[src/hw/rtl/assert_macros.svh]
// Assertion macros shared by the RTL of the quadratic root solver.
`ifndef ASSERT_MACROS_SVH
`define ASSERT_MACROS_SVH

// Implication checked every cycle outside reset.
`define QRS_ASSERT_IMP(lbl, ant, cons, msg) \
    lbl: assert property (@(posedge i_clk) disable iff (!i_rst_n) (ant) |-> (cons)) \
        else $error(msg);

// Next-cycle implication, also checked during reset.
`define QRS_ASSERT_NXT(lbl, ant, cons, msg) \
    lbl: assert property (@(posedge i_clk) (ant) |=> (cons)) \
        else $error(msg);

`endif

[src/hw/rtl/qrs_div_pipe.sv]
// Pipelined restoring divider, one quotient bit per stage, rounding done by caller.
`timescale 1ns / 1ps
`default_nettype none

module qrs_div_pipe #(
    parameter int NUM_W = 36,
    parameter int DEN_W = 18
) (
    input  wire logic             i_clk,
    input  wire logic             i_en,
    input  wire logic [NUM_W-1:0] i_num,
    input  wire logic [DEN_W-1:0] i_den,
    input  wire logic             i_neg,
    output logic      [NUM_W-1:0] o_quo,
    output logic                  o_neg
);

    logic [NUM_W-1:0] r_num [NUM_W];
    logic [DEN_W-1:0] r_den [NUM_W];
    logic [DEN_W-1:0] r_rem [NUM_W];
    logic [NUM_W-1:0] r_quo [NUM_W];
    logic             r_neg [NUM_W];

    for (genvar k = 0; k < NUM_W; k++) begin : g_step
        logic [NUM_W-1:0] p_num;
        logic [DEN_W-1:0] p_den;
        logic [DEN_W-1:0] p_rem;
        logic [NUM_W-1:0] p_quo;
        logic             p_neg;
        logic [DEN_W:0]   rsh;
        logic             take;

        if (k == 0) begin : g_first
            assign p_num = i_num;
            assign p_den = i_den;
            assign p_rem = '0;
            assign p_quo = '0;
            assign p_neg = i_neg;
        end else begin : g_next
            assign p_num = r_num[k-1];
            assign p_den = r_den[k-1];
            assign p_rem = r_rem[k-1];
            assign p_quo = r_quo[k-1];
            assign p_neg = r_neg[k-1];
        end

        assign rsh  = {p_rem, p_num[NUM_W-1]};
        assign take = rsh >= {1'b0, p_den};

        always_ff @(posedge i_clk) begin
            if (i_en) begin
                r_num[k] <= p_num << 1;
                r_den[k] <= p_den;
                r_rem[k] <= take ? DEN_W'(rsh - {1'b0, p_den}) : rsh[DEN_W-1:0];
                r_quo[k] <= {p_quo[NUM_W-2:0], take};
                r_neg[k] <= p_neg;
            end
        end
    end

    assign o_quo = r_quo[NUM_W-1];
    assign o_neg = r_neg[NUM_W-1];

endmodule

`default_nettype wire

[config.mk]
export PLATFORM = sky130hd
export DESIGN_NAME = qrs_div_pipe
export DESIGN_NICKNAME = d
export VERILOG_FILES = /design/src/hw/rtl/assert_macros.svh /design/src/hw/rtl/qrs_div_pipe.sv
export SDC_FILE = /design/constraint.sdc
export NUM_CORES = 2
export LEC_CHECK = 0
export BUFFER_PORTS_ARGS = -buffer_cell sky130_fd_sc_hd__buf_2
export CORE_MARGIN = 2
export CORE_UTILIZATION = 50
export CTS_CLUSTER_DIAMETER = 150
export DETAILED_ROUTE_END_ITERATION = 10
export PLACE_DENSITY = 0.7
export SYNTH_ARGS = -nofsm -noshare
export SYNTH_HDL_FRONTEND = slang
export SYNTH_SLANG_ARGS = --single-unit
[constraint.sdc]
create_clock -name i_clk -period 4.24 [get_ports i_clk]
set_input_delay 1.272 -clock i_clk [delete_from_list [all_inputs] [get_ports i_clk]]
set_output_delay 1.272 -clock i_clk [all_outputs]
set_load 0.005 [all_outputs]
==> impl_metrics.ini <==
[clock_tree]
clk_latency_ns = 0.94
clockBufferDepth = 4
cts_resized = 0
clk_pin_slew_ns = 0.06
postCtsHoldBufs = 0
cts_tree = done
root_buffer = clkbuf_16
h-tree-depth = 5
cts_setup_buffers = 0
cts_sinks = 2592
cts_buffers = 293

[setup_path]
crit_start = r_rem[15][3]
crit_type = reg2reg
cp_cell_sequence = ha_1 > a21o_1 > a31o_1 > a311oi_2 > o21ai_1 > a221oi_4 > a21oi_1 > or4_4 > mux2_4
rr_endpoint = r_rem[15][19]
crit_buf_inv = 0
crit_end = r_rem[15][19]
r2r_slack_ns = 0.70
cp_top_family = compound AO/OA/AOI/OAI gates
worst_setup_path_start_kind = flip-flop
cp.depth = 9
cp-end-kind = flip-flop
cp_slowest_cell = or4_4
critical_path.max_fanout = 29
max_stage_delay_ns = 0.64
worstPathRequired_ns = 4.88
reg2regPathDepth = 9
reg2reg_from = r_rem[15][3]
cp_data_arrival_time_ns = 4.19

[synth]
ys_types = 79
async_flop_share_pct = 0
syn-cell-area_mm2 = 0.115
synth-edff-count = 2592
yosysWarnings = 0
ys.flop_type = edfxtp_1
ys_ff_latch = 2592
synth_fp_nets = 8882
seq_area_frac_synth_pct = 67.5
synth.avg_cell_area_um2 = 14.1
netlist_instances = 8159

[floorplanning]
core_area_mm2 = 0.229
die_area_mm2 = 0.234
start_util_pct = 50.2
die_w_um = 484
ios = 94
rows = 176
die_h_um = 484

[global_routing]
grt_max_degree = 122
grt_pass1_vias = 63851
antenna_found_initial = 1
grt_pass1_wl_mm = 340
grtUsageTotal_pct = 18.0
grt_overflow_total = 0

[route]
via_per_inst = 5.40
drc_errors = 0
vias = 63810
wl_per_cell_um = 18.0
dr.first_iter.drc_count = 4218
met1_length_mm = 93.9
dr.max_layer_used = met4
wl_met3_mm = 8.98
wl_met2_mm = 103
drt_first_pass_iters = 6
antenna_left = 0
wl_mm = 213

[placed_design]
gp_congestion = 0.864
io_buffers = 93
placed_area_mm2 = 0.121
place_hpwl_mm = 150

[worst_hold_path]
min_path_cells = 0
hp-class = reg2reg
hold_start = r_num[5][54]

[sta]
fin_setup_tns_ns = 0
clock-skew-final_ns = 0.0594
hold_viol_final = 0
fin_crit_ns = 3.54
finalSetupViolations = 0
drv_slew = 0
rsz0062_at_grt = false
fin_crit_sh_pct = 83.6
worst-slew-pin-transition_ns = 1.09
max_freq_mhz = 282
relSlewSlack_pct = 27.3

[power]
p_leak_uw = 0.0504
power_density_mw_per_mm2 = 723
p_total_uw = 93600
vdd_drop_max_mv = 0.426

[finish]
nets = 9293
design_area_mm2 = 0.129
syn_to_final_growth_pct = 12.3
drive_gt1_share_pct = 10.0

[job]
drv_cap = 0

[status]
outcome = finished clean
## final cells by class
cell class,instances,area [um2]
Clock inverter,161,1330
Timing Repair Buffer,228,1960
Fill cell,18086,100000
Multi-Input combinational cell,4615,33800
Tap cell,3026,3790
Sequential cell,2592,77800
Antenna cell,2,5.00
Inverter,840,3150
Clock buffer,344,7590
## worst min-delay path by stage
stage / to
2_1_floorplan: r_neg[0][1]
3_3_place_gp: r_num[2][40]
3_5_place_dp: r_neg[4][2]
4_1_cts: r_num[6][20]
5_1_grt: r_num[6][20]
6_report: r_num[6][20]
## synthesized netlist by cell type, types with 136 or more instances
library cell / n / area share, %
o21ai_0: 433 / 1.9
mux2_2: 210 / 2.1
nor3_1: 136 / 0.59
ha_1: 632 / 6.9
xor2_1: 197 / 1.5
xnor2_1: 278 / 2.1
inv_1: 839 / 2.7
a21oi_1: 461 / 2.0
nand3_1: 141 / 0.61
a21o_1: 235 / 1.5
nand2_1: 467 / 1.5
edfxtp_1: 2592 / 68
nor2_1: 306 / 1.0
## placed cells by master, fill, tap and decap left out, types with 197 or more instances in the layout
| cell | n |
|---|---|
| ha_1 | 632 |
| a21o_1 | 235 |
| xnor2_1 | 278 |
| nor2_1 | 306 |
| xor2_1 | 197 |
| nand2_1 | 467 |
| edfxtp_1 | 2592 |
| mux2_2 | 210 |
| o21ai_0 | 433 |
| inv_1 | 839 |
| clkbuf_16 | 296 |
| a21oi_1 | 460 |
## state kept, by name (all words and copies together) (netlist names)
name and cells:
r_quo 666, r_den 630, r_num 630, r_rem 630, r_neg 36
## per-layer routing
| layer | vias up | track usage, % |
|---|---|---|
| met1 | 30828 | 23.8 |
| met2 | 1281 | 30.2 |
| met4 | 0 | 6.38 |
| li1 | 31262 | - |
| met3 | 439 | 3.00 |
| met5 | - | 0 |
## through the flow
step	hold slack [ns]	utilization, %	worst slack [ns]	std cells
after floorplan	0.400	-	0.965	8159
after global placement	0.400	52.5	0.779	11301
after detailed placement	0.405	52.5	0.722	11301
after CTS	0.366	56.4	0.692	11806
after global routing	0.364	56.4	0.483	11808
final	0.363	56.4	0.696	11808
## worst register-to-register path: cells and delay by family, from the launching register on
| kind | cells | cell delay, ns |
|---|---|---|
| mux | 1 | 0.39 |
| compound gates | 6 | 1.46 |
| simple gates | 1 | 0.64 |
| fa+ha+maj | 1 | 0.37 |
| flops | 1 | 0.41 |
## kinds of logic (layout without fill, tap and decap cells)
logic type | count (synthesis) | in the layout | synth area share [%]
DFF | 2592 | 2592 | 67.5
AOI/OAI and AO/OA | 1776 | 1776 | 9.70
and+or+nand+nor | 1408 | 1408 | 5.70
buffers and inverters | 952 | 1573 | 3.15
adders and majority gates | 666 | 666 | 7.45
xor gates and xnor gates | 475 | 475 | 3.61
muxes | 290 | 290 | 2.83
other | 0 | 2 | 0
## report_power, final
| group | internal, uW | total, uW | switching (uW) |
|---|---|---|---|
| Combinational | 14200 | 32300 | 18100 |
| Clock | 13900 | 23500 | 9670 |
| Sequential | 35100 | 37700 | 2620 |
Note: power is estimated with default switching activity, not from simulation.
